--- config.mk ---
export PLATFORM = sky130hd
export DESIGN_NAME = power_alert_monitor
export DESIGN_NICKNAME = d
export VERILOG_FILES = /design/src/rtl/pam_pkg.sv /design/src/rtl/pam_ram.sv /design/src/rtl/pam_div.sv /design/src/rtl/power_alert_monitor.sv
export SDC_FILE = /design/constraint.sdc
export NUM_CORES = 2
export LEC_CHECK = 0
export BUFFER_PORTS_ARGS = -buffer_cell sky130_fd_sc_hd__buf_2
export CORE_MARGIN = 4
export CORE_UTILIZATION = 44
export DETAILED_ROUTE_END_ITERATION = 7
export PLACE_DENSITY_LB_ADDON = 0.08
export RECOVER_POWER = 25
export SETUP_SLACK_MARGIN = 0.1
export SYNTH_ARGS = -nofsm -noshare
export SYNTH_HDL_FRONTEND = slang
export SYNTH_SLANG_ARGS = --single-unit
--- constraint.sdc ---
create_clock -name clock -period 7.6 [get_ports clock]
set_clock_uncertainty 0.05 [all_clocks]
set_input_delay 0 -clock clock [delete_from_list [all_inputs] [get_ports clock]]
set_output_delay 0 -clock clock [all_outputs]
set_load 0.02 [all_outputs]
--- src/rtl/pam_pkg.sv ---
// Shared types and constants of the power alert monitor.
`default_nettype none
package pam_pkg;

   localparam int SAMPLE_W = 16;
   localparam int POWER_W  = 32;
   localparam int TICK_W   = 16;
   localparam int CSR_IDX_W = 3;
   localparam int CSR_DATA_W = 32;
   localparam int LIMIT_W  = 2;

   // Register indexes of the configuration port.
   localparam logic [CSR_IDX_W-1:0] REG_INTERVAL_MS   = 3'd0;
   localparam logic [CSR_IDX_W-1:0] REG_COOLDOWN_MS   = 3'd1;
   localparam logic [CSR_IDX_W-1:0] REG_POWER_LIMIT   = 3'd2;
   localparam logic [CSR_IDX_W-1:0] REG_VOLTAGE_LIMIT = 3'd3;
   localparam logic [CSR_IDX_W-1:0] REG_CURRENT_LIMIT = 3'd4;

   // Register reset values.
   localparam logic [TICK_W-1:0]   RST_INTERVAL_MS   = 16'd1000;
   localparam logic [TICK_W-1:0]   RST_COOLDOWN_MS   = 16'd5000;
   localparam logic [POWER_W-1:0]  RST_POWER_LIMIT   = 32'd80000000;
   localparam logic [SAMPLE_W-1:0] RST_VOLTAGE_LIMIT = 16'd26000;
   localparam logic [SAMPLE_W-1:0] RST_CURRENT_LIMIT = 16'd15000;

   // Input item kinds.
   localparam logic KIND_SAMPLE = 1'b0;
   localparam logic KIND_TICK   = 1'b1;

   // Limit alert codes.
   localparam logic [LIMIT_W-1:0] LIMIT_NONE    = 2'd0;
   localparam logic [LIMIT_W-1:0] LIMIT_POWER   = 2'd1;
   localparam logic [LIMIT_W-1:0] LIMIT_VOLTAGE = 2'd2;
   localparam logic [LIMIT_W-1:0] LIMIT_CURRENT = 2'd3;

   // Status of the shared divider as seen by the sequencer.
   typedef struct packed {
      logic busy;
      logic done;
   } div_status_type;

endpackage
`default_nettype wire

--- src/rtl/pam_ram.sv ---
// Generic single-write, single-read RAM with registered read data.
`default_nettype none
module pam_ram #(
   parameter int WIDTH = 32,
   parameter int DEPTH = 8
) (
   input  wire logic                     clock,
   input  wire logic                     wr_en,
   input  wire logic [$clog2(DEPTH)-1:0] wr_addr,
   input  wire logic [WIDTH-1:0]         wr_data,
   input  wire logic [$clog2(DEPTH)-1:0] rd_addr,
   output logic      [WIDTH-1:0]         rd_data_ff
);

   logic [WIDTH-1:0] mem_ff [DEPTH];

   always_ff @(posedge clock) begin
      if (wr_en) begin
         mem_ff[wr_addr] <= wr_data;
      end
      rd_data_ff <= mem_ff[rd_addr];
   end

endmodule
`default_nettype wire

--- src/rtl/pam_div.sv ---
// Restoring divider, one quotient bit per cycle, for a quotient known to fit QUOT_W bits.
`default_nettype none
module pam_div #(
   parameter int QUOT_W = 16,
   parameter int DIVR_W = 13
) (
   input  wire logic                       clock,
   input  wire logic                       reset,
   input  wire logic                       start,
   input  wire logic [QUOT_W+DIVR_W-1:0]   dividend,
   input  wire logic [DIVR_W-1:0]          divisor,
   output logic      [QUOT_W-1:0]          quotient,
   output pam_pkg::div_status_type         status
);

   localparam int CNT_W = $clog2(QUOT_W + 1);

   logic [DIVR_W-1:0] rem_ff;
   logic [DIVR_W-1:0] rem_in;
   logic [QUOT_W-1:0] shift_ff;
   logic [DIVR_W-1:0] divisor_ff;
   logic [CNT_W-1:0]  cnt_ff;
   logic              busy_ff;
   logic              done_ff;
   logic [DIVR_W:0]   trial;
   logic [DIVR_W:0]   diff;
   logic              fits;

   // The upper dividend bits are already below the divisor, so only the
   // low QUOT_W bits need to be shifted through the remainder.
   always_comb begin
      trial  = {rem_ff, shift_ff[QUOT_W-1]};
      diff   = trial - {1'b0, divisor_ff};
      fits   = trial >= {1'b0, divisor_ff};
      rem_in = fits ? diff[DIVR_W-1:0] : trial[DIVR_W-1:0];
   end

   always_ff @(posedge clock) begin
      if (reset) begin
         busy_ff <= 1'b0;
         done_ff <= 1'b0;
         cnt_ff  <= '0;
      end else if (start) begin
         rem_ff     <= dividend[QUOT_W+DIVR_W-1:QUOT_W];
         shift_ff   <= dividend[QUOT_W-1:0];
         divisor_ff <= divisor;
         cnt_ff     <= CNT_W'(QUOT_W);
         busy_ff    <= 1'b1;
         done_ff    <= 1'b0;
      end else if (busy_ff) begin
         rem_ff   <= rem_in;
         shift_ff <= {shift_ff[QUOT_W-2:0], fits};
         cnt_ff   <= cnt_ff - CNT_W'(1);
         if (cnt_ff == CNT_W'(1)) begin
            busy_ff <= 1'b0;
            done_ff <= 1'b1;
         end
      end else begin
         done_ff <= 1'b0;
      end
   end

   assign quotient    = shift_ff;
   assign status.busy = busy_ff;
   assign status.done = done_ff;

endmodule
`default_nettype wire

--- src/rtl/power_alert_monitor.sv ---
// Power alert monitor top level: interval averaging, power ring and alert sequencer.
//
//   channel | direction | handshake              | payload
//   req_    | in        | req_valid / req_stall  | kind, volt_sample, amp_sample
//   rsp_    | out       | rsp_valid / rsp_stall  | means, power, spike and limit alerts
//   csr_    | in        | csr_valid / csr_ready  | csr_index, csr_wdata
//
// Samples and ticks that close no interval are taken without stalling.
// A tick that closes an interval holding samples raises req_stall while one shared
// divider computes the voltage mean and then the current mean.
// The result waits in the output register while the next transaction is taken; only
// a finishing tick waits for that register to drain.
// Reset (synchronous) clears the sums, counters, ring fill and ring sum at once.
`default_nettype none
module power_alert_monitor #(
   parameter int RING_DEPTH  = 8,
   parameter int MAX_SAMPLES = 4096
) (
   input  wire logic                             clock,
   input  wire logic                             reset,
   input  wire logic                             req_valid,
   output logic                                  req_stall,
   input  wire logic                             req_kind,
   input  wire logic [pam_pkg::SAMPLE_W-1:0]     req_volt_sample,
   input  wire logic [pam_pkg::SAMPLE_W-1:0]     req_amp_sample,
   output logic                                  rsp_valid,
   input  wire logic                             rsp_stall,
   output logic      [pam_pkg::SAMPLE_W-1:0]     rsp_mean_voltage,
   output logic      [pam_pkg::SAMPLE_W-1:0]     rsp_mean_current,
   output logic      [pam_pkg::POWER_W-1:0]      rsp_power,
   output logic                                  rsp_spike_alert,
   output logic      [pam_pkg::LIMIT_W-1:0]      rsp_limit_alert,
   input  wire logic                             csr_valid,
   output logic                                  csr_ready,
   input  wire logic [pam_pkg::CSR_IDX_W-1:0]    csr_index,
   input  wire logic [pam_pkg::CSR_DATA_W-1:0]   csr_wdata
);

   localparam int SW     = pam_pkg::SAMPLE_W;
   localparam int PWR_W  = pam_pkg::POWER_W;
   localparam int TW     = pam_pkg::TICK_W;
   localparam int CNT_W  = $clog2(MAX_SAMPLES + 1);
   localparam int SUM_W  = SW + CNT_W;
   localparam int POS_W  = (RING_DEPTH > 1) ? $clog2(RING_DEPTH) : 1;
   localparam int FILL_W = $clog2(RING_DEPTH + 1);
   localparam int RSUM_W = PWR_W + POS_W;
   localparam int CMP_W  = RSUM_W + 2;

   typedef enum logic [2:0] {
      ST_IDLE,
      ST_VSTART,
      ST_VWAIT,
      ST_ISTART,
      ST_IWAIT,
      ST_MUL,
      ST_RING,
      ST_CMP
   } state_type;

   state_type state_ff;

   logic [TW-1:0]    interval_ms_ff;
   logic [TW-1:0]    cooldown_ms_ff;
   logic [PWR_W-1:0] power_limit_ff;
   logic [SW-1:0]    voltage_limit_ff;
   logic [SW-1:0]    current_limit_ff;

   logic [TW-1:0]     ticks_ff;
   logic [TW-1:0]     ticks_in;
   logic [TW-1:0]     since_ff;
   logic [TW-1:0]     since_in;
   logic [CNT_W-1:0]  total_ff;
   logic [SUM_W-1:0]  vsum_ff;
   logic [SUM_W-1:0]  isum_ff;
   logic [POS_W-1:0]  ring_pos_ff;
   logic [POS_W-1:0]  ring_pos_in;
   logic [FILL_W-1:0] fill_ff;
   logic [RSUM_W-1:0] rsum_ff;
   logic [RSUM_W-1:0] rsum_in;
   logic              ring_full;

   logic [SW-1:0]    mv_ff;
   logic [SW-1:0]    mi_ff;
   logic [PWR_W-1:0] pw_ff;
   logic [PWR_W-1:0] old_pw;
   logic [PWR_W-1:0] ram_rd_data;

   logic              alert_open;
   logic              spike_in;
   logic [pam_pkg::LIMIT_W-1:0] limit_in;
   logic [CMP_W-1:0]  spike_lhs;
   logic [CMP_W-1:0]  spike_rhs;

   logic                     rsp_valid_ff;
   logic [SW-1:0]            rsp_mv_ff;
   logic [SW-1:0]            rsp_mi_ff;
   logic [PWR_W-1:0]         rsp_pw_ff;
   logic                     rsp_spike_ff;
   logic [pam_pkg::LIMIT_W-1:0] rsp_limit_ff;

   logic                     div_start;
   logic [SUM_W-1:0]         div_dividend;
   logic [SW-1:0]            div_quotient;
   pam_pkg::div_status_type  div_status;

   // Shared divider: the voltage mean first, then the current mean.
   assign div_start    = ((state_ff == ST_VSTART) || (state_ff == ST_ISTART)) &&
                         !div_status.busy;
   assign div_dividend = (state_ff == ST_VSTART) ? vsum_ff : isum_ff;

   pam_div #(
      .QUOT_W (SW),
      .DIVR_W (CNT_W)
   ) u_div (
      .clock    (clock),
      .reset    (reset),
      .start    (div_start),
      .dividend (div_dividend),
      .divisor  (total_ff),
      .quotient (div_quotient),
      .status   (div_status)
   );

   // Power ring storage; the slot about to be overwritten is always being read.
   pam_ram #(
      .WIDTH (PWR_W),
      .DEPTH (RING_DEPTH)
   ) u_ring (
      .clock      (clock),
      .wr_en      (state_ff == ST_RING),
      .wr_addr    (ring_pos_ff),
      .wr_data    (pw_ff),
      .rd_addr    (ring_pos_ff),
      .rd_data_ff (ram_rd_data)
   );

   always_comb begin
      since_in    = (since_ff == '1) ? since_ff : since_ff + TW'(1);
      ticks_in    = (ticks_ff == '1) ? ticks_ff : ticks_ff + TW'(1);
      ring_full   = (fill_ff == FILL_W'(RING_DEPTH));
      // Until the ring has wrapped once, the slot being replaced still reads as zero.
      old_pw      = ring_full ? ram_rd_data : '0;
      rsum_in     = rsum_ff - RSUM_W'(old_pw) + RSUM_W'(pw_ff);
      ring_pos_in = (ring_pos_ff == POS_W'(RING_DEPTH - 1)) ? '0 : ring_pos_ff + POS_W'(1);

      alert_open = since_ff > cooldown_ms_ff;
      spike_lhs = CMP_W'(pw_ff) * CMP_W'(2 * RING_DEPTH);
      spike_rhs = (CMP_W'(rsum_ff) << 1) + CMP_W'(rsum_ff);
      spike_in  = alert_open && ring_full && (rsum_ff != '0) && (spike_lhs > spike_rhs);

      limit_in = pam_pkg::LIMIT_NONE;
      if (alert_open) begin
         priority if (pw_ff > power_limit_ff) begin
            limit_in = pam_pkg::LIMIT_POWER;
         end else if (mv_ff > voltage_limit_ff) begin
            limit_in = pam_pkg::LIMIT_VOLTAGE;
         end else if (mi_ff > current_limit_ff) begin
            limit_in = pam_pkg::LIMIT_CURRENT;
         end else begin
            limit_in = pam_pkg::LIMIT_NONE;
         end
      end
   end

   always_ff @(posedge clock) begin
      if (reset) begin
         state_ff         <= ST_IDLE;
         interval_ms_ff   <= pam_pkg::RST_INTERVAL_MS;
         cooldown_ms_ff   <= pam_pkg::RST_COOLDOWN_MS;
         power_limit_ff   <= pam_pkg::RST_POWER_LIMIT;
         voltage_limit_ff <= pam_pkg::RST_VOLTAGE_LIMIT;
         current_limit_ff <= pam_pkg::RST_CURRENT_LIMIT;
         ticks_ff         <= '0;
         since_ff         <= '0;
         total_ff         <= '0;
         vsum_ff          <= '0;
         isum_ff          <= '0;
         ring_pos_ff      <= '0;
         fill_ff          <= '0;
         rsum_ff          <= '0;
         rsp_valid_ff     <= 1'b0;
      end else begin
         // In the result state the output register is handled below.
         if (rsp_valid_ff && !rsp_stall && (state_ff != ST_CMP)) begin
            rsp_valid_ff <= 1'b0;
         end

         if (csr_valid) begin
            unique case (csr_index)
               pam_pkg::REG_INTERVAL_MS:   interval_ms_ff   <= csr_wdata[TW-1:0];
               pam_pkg::REG_COOLDOWN_MS:   cooldown_ms_ff   <= csr_wdata[TW-1:0];
               pam_pkg::REG_POWER_LIMIT:   power_limit_ff   <= csr_wdata[PWR_W-1:0];
               pam_pkg::REG_VOLTAGE_LIMIT: voltage_limit_ff <= csr_wdata[SW-1:0];
               pam_pkg::REG_CURRENT_LIMIT: current_limit_ff <= csr_wdata[SW-1:0];
               default: begin
               end
            endcase
         end

         unique case (state_ff)
            ST_IDLE: begin
               if (req_valid) begin
                  if (req_kind == pam_pkg::KIND_SAMPLE) begin
                     if (total_ff < CNT_W'(MAX_SAMPLES)) begin
                        vsum_ff  <= vsum_ff + SUM_W'(req_volt_sample);
                        isum_ff  <= isum_ff + SUM_W'(req_amp_sample);
                        total_ff <= total_ff + CNT_W'(1);
                     end
                  end else begin
                     since_ff <= since_in;
                     if (ticks_in >= interval_ms_ff) begin
                        if (total_ff == '0) begin
                           ticks_ff <= '0;
                           vsum_ff  <= '0;
                           isum_ff  <= '0;
                        end else begin
                           ticks_ff <= ticks_in;
                           state_ff <= ST_VSTART;
                        end
                     end else begin
                        ticks_ff <= ticks_in;
                     end
                  end
               end
            end
            ST_VSTART: begin
               if (div_start) begin
                  state_ff <= ST_VWAIT;
               end
            end
            ST_VWAIT: begin
               if (div_status.done) begin
                  mv_ff    <= div_quotient;
                  state_ff <= ST_ISTART;
               end
            end
            ST_ISTART: begin
               if (div_start) begin
                  state_ff <= ST_IWAIT;
               end
            end
            ST_IWAIT: begin
               if (div_status.done) begin
                  mi_ff    <= div_quotient;
                  state_ff <= ST_MUL;
               end
            end
            ST_MUL: begin
               pw_ff    <= PWR_W'(mv_ff) * PWR_W'(mi_ff);
               ticks_ff <= '0;
               total_ff <= '0;
               vsum_ff  <= '0;
               isum_ff  <= '0;
               state_ff <= ST_RING;
            end
            ST_RING: begin
               rsum_ff     <= rsum_in;
               ring_pos_ff <= ring_pos_in;
               if (!ring_full) begin
                  fill_ff <= fill_ff + FILL_W'(1);
               end
               state_ff <= ST_CMP;
            end
            ST_CMP: begin
               if (!rsp_valid_ff || !rsp_stall) begin
                  rsp_valid_ff <= 1'b1;
                  rsp_mv_ff    <= mv_ff;
                  rsp_mi_ff    <= mi_ff;
                  rsp_pw_ff    <= pw_ff;
                  rsp_spike_ff <= spike_in;
                  rsp_limit_ff <= limit_in;
                  if (spike_in || (limit_in != pam_pkg::LIMIT_NONE)) begin
                     since_ff <= '0;
                  end
                  state_ff <= ST_IDLE;
               end
            end
            default: begin
               state_ff <= ST_IDLE;
            end
         endcase
      end
   end

   assign req_stall        = (state_ff != ST_IDLE);
   assign csr_ready        = 1'b1;
   assign rsp_valid        = rsp_valid_ff;
   assign rsp_mean_voltage = rsp_mv_ff;
   assign rsp_mean_current = rsp_mi_ff;
   assign rsp_power        = rsp_pw_ff;
   assign rsp_spike_alert  = rsp_spike_ff;
   assign rsp_limit_alert  = rsp_limit_ff;

endmodule
`default_nettype wire

After elaboration in Yosys (flattened, before gate mapping). Memories as Yosys holds them, arrays and structs flattened. A register that Yosys moved wholly into a read port is not among the register bits. Cells that the tools add are included.

Bits in writable memories: 256. Logic and storage cells: 186. Input port bits: 73. Memories: 1. Output and inout bits: 70. Register bits after elaboration: 425.

Equal/unequal tests: 33. Add/sub/neg operators: 12. Bitwise gates (word level): 3. Reduce and logical (&&, ||, !) cells: 40. Muxes and demuxes: 58. $mul: 1. Magnitude comparators: 8.

Memory list: u_ring.mem_ff (depth 8, width 32, rd ports 1, clocked after memory_dff 1, wr ports 1, line pam_ram.sv:15) `logic [WIDTH-1:0] mem_ff [DEPTH];`.

Operator list (count): 2-to-1 mux 29 bit (9); 2-to-1 mux 16 bit (12); case mux 29 bit (2 select lines) (2); 2-to-1 mux 13 bit (6); case mux 16 bit (2 select lines) (2); adder 29 x 16 -> 29 bit (2); > comparator 16 bit (3); adder 36 x 35 -> 37 bit (1); > comparator 36 x 37 -> 1 bit (1); adder 35 x 32 -> 35 bit (1); nonzero test 35 bit (1); subtractor 35 x 32 -> 35 bit (1); adder 16 x 1 -> 16 bit, second input constant (2); equality test 16 bit, second input constant (2); > comparator 32 bit (1); multiplier 16 x 16 -> 32 bit (1); 2-to-1 mux 32 bit (1); 2-to-1 mux 3 bit (10); case mux 13 bit (2 select lines) (1); case mux 3 bit (8 select lines) (1); inequality test 2 bit, second input constant (11); equality test 3 bit, second input constant (6); AND reduction 2 bit (9); greater-or-equal comparator 16 bit (1); 31 further kinds (68).

Depth between registers and ports, before layout.
Word-level depth: 10. Depth in mapped cells: 24. Mapped depth without buffers: 23.

Cells and area by module. A second synthesis with hierarchy kept.

Cells, all modules: 4239. Area, all modules: 45169.6 µm².

By module, submodules not included: power_alert_monitor (cells an instance 3598, sequential area each 8838.5 µm², instances 1, area an instance 32035.7 µm²); pam_ram (cells an instance 415, sequential area each 8328.0 µm², instances 1, area an instance 10466.3 µm²); pam_div (cells an instance 226, sequential area each 1401.3 µm², instances 1, area an instance 2667.6 µm²).

Worst setup path after synthesis. No wires, ideal clock.

Path kind: reg2reg. Start point: reg mi_ff[6]. End point: reg pw_ff[30] (data pin). Data required time: 7.392 ns. Path buffers: 1. Arrival: 5.895 ns. Period minus slack after synthesis: 6.103 ns. Setup slack: 1.497 ns. Setup time: 0.158 ns. Cell stages (with the launch flop): 22. Cells stage by stage: edfxtp_1 > clkbuf_1 > and2_1 > fa_1 > inv_1 > fa_1 > fa_1 > inv_1 > fa_1 > fa_1 > inv_1 > fa_1 > inv_1 > ha_1 > a21oi_1 > o21ai_0 > a221oi_1 > a31o_2 > a211oi_1 > a211o_1 > a2111o_1 > o211ai_1.

Word-level cells in the longest chain between the ends: 1.

Ends and longest elaborated chain: from (decl) (line power_alert_monitor.sv:83) `logic [SW-1:0] mi_ff;`; from (signal assigned) (line power_alert_monitor.sv:244) `mi_ff <= div_quotient;`; multiplier 16 x 16 -> 32 bit (line power_alert_monitor.sv:249) `pw_ff <= PWR_W'(mv_ff) * PWR_W'(mi_ff);`; to (signal assigned) (line power_alert_monitor.sv:249); to (decl) (line power_alert_monitor.sv:84) `logic [PWR_W-1:0] pw_ff;`.

Every way passes these cells. A chain may end at the register's enable or synchronous reset.

Worst setup path after layout.
Start point: reg mi_ff[6]. End point: reg pw_ff[25] (data pin).

Same word-level chain as after synthesis.

==> results summary <==
Setup repair after global routing left no endpoint under its margin. The number of global-route vias before repair is 32630. The final count of pins violating max slew is 0. The synthesized flop and latch total is 713. The most common cell after layout, fill and taps aside is inv_1. Clock tree synthesis selected as its root buffer the cell clkbuf_16. The slew at the pin closest to its max-slew limit came out at 1.211 ns. The startpoint type of the worst setup path is a register. The setup total negative slack is 0 ns. The share of total power dissipated in the clock network is 0.465. The worst pin sits at a relative slew slack of 0.1925.

STA puts the critical path data required time at 7.94 ns. The total clock buffers created by CTS came out at 81. The number of antenna violations at the first check in global routing was 5. The row count is 116.

The relative contribution of combinational cells to total power came out at 0.039. After detailed routing, the number of vias per cell comes to 5.499. For this run, the leading register cell type out of synthesis is edfxtp_1. The net switching fraction of the power is 0.2256. The count of buffers from port buffering is 141. Clock-pin slew was measured on the worst setup and hold paths at 0.06 ns. The global route total overflow came out at 0. A synthesized cell averages 10.11 um^2.

The static leakage power is 0.02051 uW. The count of nets left with antenna violations once routing finished came out at 0. The ratio of final minimum period to clock period came out at 0.8841.

The hold violation total from the final report is 0. Measured on the finished design, the core utilization comes to 0.4981. The combined buffer and inverter count along the critical path is 4. The fraction of final layout cells with drive strength greater than 1 is 0.07827. The core region is 100000 um^2. The post-detailed-routing wire length came out at 129.9 mm. The shortest clock period the worst path allows after layout is 6.719 ns. Grouping stages by cell kind, the critical path spends the most delay in adder cells. After legalization and detailed placement, the total HPWL measured 91.66 mm. The async set or reset register ratio after synthesis came out at 0. The global placement routability congestion came out at 0.8944. The die is 325.1 um tall. The area of all placed cells without fillers came out at 49820 um^2. In this run the cell area measured after placement is 46440 um^2. TritonCTS built the clock tree. The number of nets in the synthesized netlist is 5054. For this run, the top clock speed supported by timing is 0.1488 GHz. After detailed routing, the number of remaining DRC violations is 0.

The number of instances in the placed design is 5701. The first detailed-routing pass ran for 5 iterations. During I/O placement, the number of pins put on the boundary was 143. The starting utilization of the core area came out at 0.4424. The first routing iteration left 2359 violations. The routed layout has 32650 vias. The number of standard cells in the layout, taps in and fillers out came out at 5937. The synthesized design contains 429 enable-type register cells.

The horizontal extent of the die is 325.1 um. The internal power of the cells totals 6384 uW. The number of clock sinks is 713. Among the stages of the critical path, the cell type that occurs most often is fa_1.

The total global-route track usage is 0.2439. The slowest stage of the critical path is the edfxtp_1 cell. The H-tree was split into 3 levels. The layout overhead on the synthesized area is 12.59%. In the layout the commonest cells are inv_1, nand2_1, edfxtp_1, ha_1, dfxtp_1. The tool flagged a number of max-cap violations equal to 0.

Across the VDD grid, the largest voltage drop is 138.6 uV. The cell area after technology mapping is 44240 um^2. The data arrival at the endpoint of the critical path came out at 7.05 ns. In the final design database the tool counted 5252 nets. In this run the worst hold path is classified as in -> reg.

The category of the worst setup path capture point is a register. The first global-routing pass estimated 199.3 mm of wire. Walking the worst path, the cells encountered are and2_1 -> fa_1 -> inv_1 -> fa_1 -> fa_1 -> inv_1 -> fa_1 -> fa_1 -> inv_1 -> fa_1 -> inv_1 -> ha_1 -> nand2_1 -> o21ai_0 -> a21oi_1 -> o311ai_0 -> nand2_1 -> o2111ai_1 -> a21oi_1 -> xnor2_1. The total net switching power is 1860 uW. The run finished with clean final reports. The design draws 8244 uW. The sequential fraction of design power came out at 0.496. In this run the worst path has a maximum fanout of 18.

Setup violations remaining at the end of the flow were counted as 0. During synthesis, Yosys emitted a total of 0 warnings. The distinct cell type count of the synthesized netlist is 90.

The area enclosed by the die boundary is 105700 um^2. In the final routed layout, each cell accounts on average for 21.88 um. The power density over the cells is 165.5 nW/um^2. The pin count of the biggest net entering global routing is 77. The delay of the slowest cell on the worst path is 0.73 ns. Of the synthesized area, sequential elements account for 0.4197. The buffer levels on the longest clock path is 3. The number of instances in the synthesized netlist came out at 4375. The later pin in the worst-skew pair is clocked with a latency of 0.66 ns.

The critical path in this run is classified as reg -> reg.
==> cells by family after synthesis <==
family	count (synthesis)	synth area share
xor+xnor	139	0.02752
buf+inv	687	0.05879
fa+ha+maj	606	0.2104
other cells	1	0.00008476
mux	21	0.004864
flops	713	0.4197
compound gates	931	0.1390
simple gates	1277	0.1397
==> tightest hold or removal path: stages <==
cell,delay [ns]
buf_2,0.14
nand3_1,0.35
nand2_1,0.09
a21oi_1,0.12
==> cells in the mapped netlist (8+ instances only) <==
library cell | count | share of area
xor2_1 | 52 | 0.010
o21bai_1 | 13 | 0.0022
nor4_1 | 12 | 0.0017
nand4_1 | 85 | 0.012
a22oi_1 | 147 | 0.025
a311oi_1 | 9 | 0.0018
and4_1 | 10 | 0.0020
ha_1 | 376 | 0.11
o22ai_1 | 23 | 0.0033
o21ai_0 | 123 | 0.014
o221ai_1 | 9 | 0.0018
nand2_1 | 498 | 0.042
clkbuf_1 | 148 | 0.013
a31oi_1 | 23 | 0.0033
and2_1 | 174 | 0.025
o31ai_1 | 11 | 0.0019
or3_1 | 33 | 0.0047
and3_1 | 25 | 0.0035
nor2_1 | 201 | 0.017
nand2b_1 | 21 | 0.0030
inv_1 | 520 | 0.044
or4_1 | 13 | 0.0022
edfxtp_1 | 429 | 0.29
dfxtp_1 | 284 | 0.13
a21boi_0 | 9 | 0.0015
nor3b_1 | 10 | 0.0017
nor2b_1 | 23 | 0.0033
mux2i_1 | 17 | 0.0038
a211o_1 | 9 | 0.0018
fa_1 | 230 | 0.10
nand3_1 | 75 | 0.0085
o21a_1 | 34 | 0.0058
xnor2_1 | 87 | 0.017
a22o_1 | 8 | 0.0016
nor3_1 | 64 | 0.0072
a211oi_1 | 17 | 0.0029
a21o_1 | 95 | 0.016
o211ai_1 | 50 | 0.0085
a21oi_1 | 282 | 0.032
buf_1 | 8 | 0.00068
==> registers in the layout (all words and copies together), names as in the netlist, 29 cells and up <==
signal / flops
u_ring.mem_ff: 256
rsum_ff: 35
power_limit_ff: 32
pw_ff: 32
rsp_power: 32
u_ring.rd_data_ff: 32
isum_ff: 29
vsum_ff: 29
==> power by group through the flow <==
stage          logic [uW]  registers [uW]  clock network (uW)
2_1_floorplan         175            4170                   0
3_3_place_gp          271            4170                   0
3_5_place_dp          272            4170                   0
4_1_cts               317            4090                3930
5_1_grt               349            4090                4070
6_report              318            4090                3830
==> repair_timing <==
action / 4_1_cts / 5_1_grt
setup buffers: 0 / 0
gates resized for setup: 0 / 0
setup endpoints to repair: 0 / 0
endpoints found under the hold margin: 148 / 0
hold buffers: 87 / 0
==> worst paths after layout <==
| kind | startpoint | end | slack [ns] | cells past startpoint |
|---|---|---|---|---|
| worst min register to register | power_limit_ff[9] | power_limit_ff[9] | 0.41 | 2 |
| worst max-delay path | mi_ff[6] | pw_ff[25] | 0.88 | 20 |
| worst min-delay path | csr_index[1] | voltage_limit_ff[0] | 0.05 | 4 |
| worst max register to register | mi_ff[6] | pw_ff[25] | 0.88 | 20 |
==> metal layers <==
metal / part of all wire / vias to the layer above / global-route usage
li1: - / 15690 / -
met1: 0.46 / 16070 / 0.3349
met2: 0.48 / 736 / 0.4126
met3: 0.045 / 154 / 0.03193
met4: 0.023 / 2 / 0.05601
met5: 0.00010 / - / 0
==> cell type report <==
class	count	area (um^2)
Antenna cell	1	2.502
Fill cell	9276	50190
Clock inverter	45	371.6
Timing Repair Buffer	282	1939
Inverter	520	1952
Multi-Input combinational cell	2975	23180
Sequential cell	713	18570
Clock buffer	103	2181
Tap cell	1298	1624
==> per-stage QoR <==
| stage | worst slack, ns | hold slack (ns) |
|---|---|---|
| 6_report | 0.8807 | 0.04997 |
| 3_3_place_gp | 1.043 | 0.2408 |
| 3_5_place_dp | 0.9305 | 0.2387 |
| 4_1_cts | 0.9232 | 0.0006720 |
| 5_1_grt | 0.4946 | 0.06053 |
| 2_1_floorplan | 1.497 | 0.08596 |
Power figures use the tool's default switching activity.
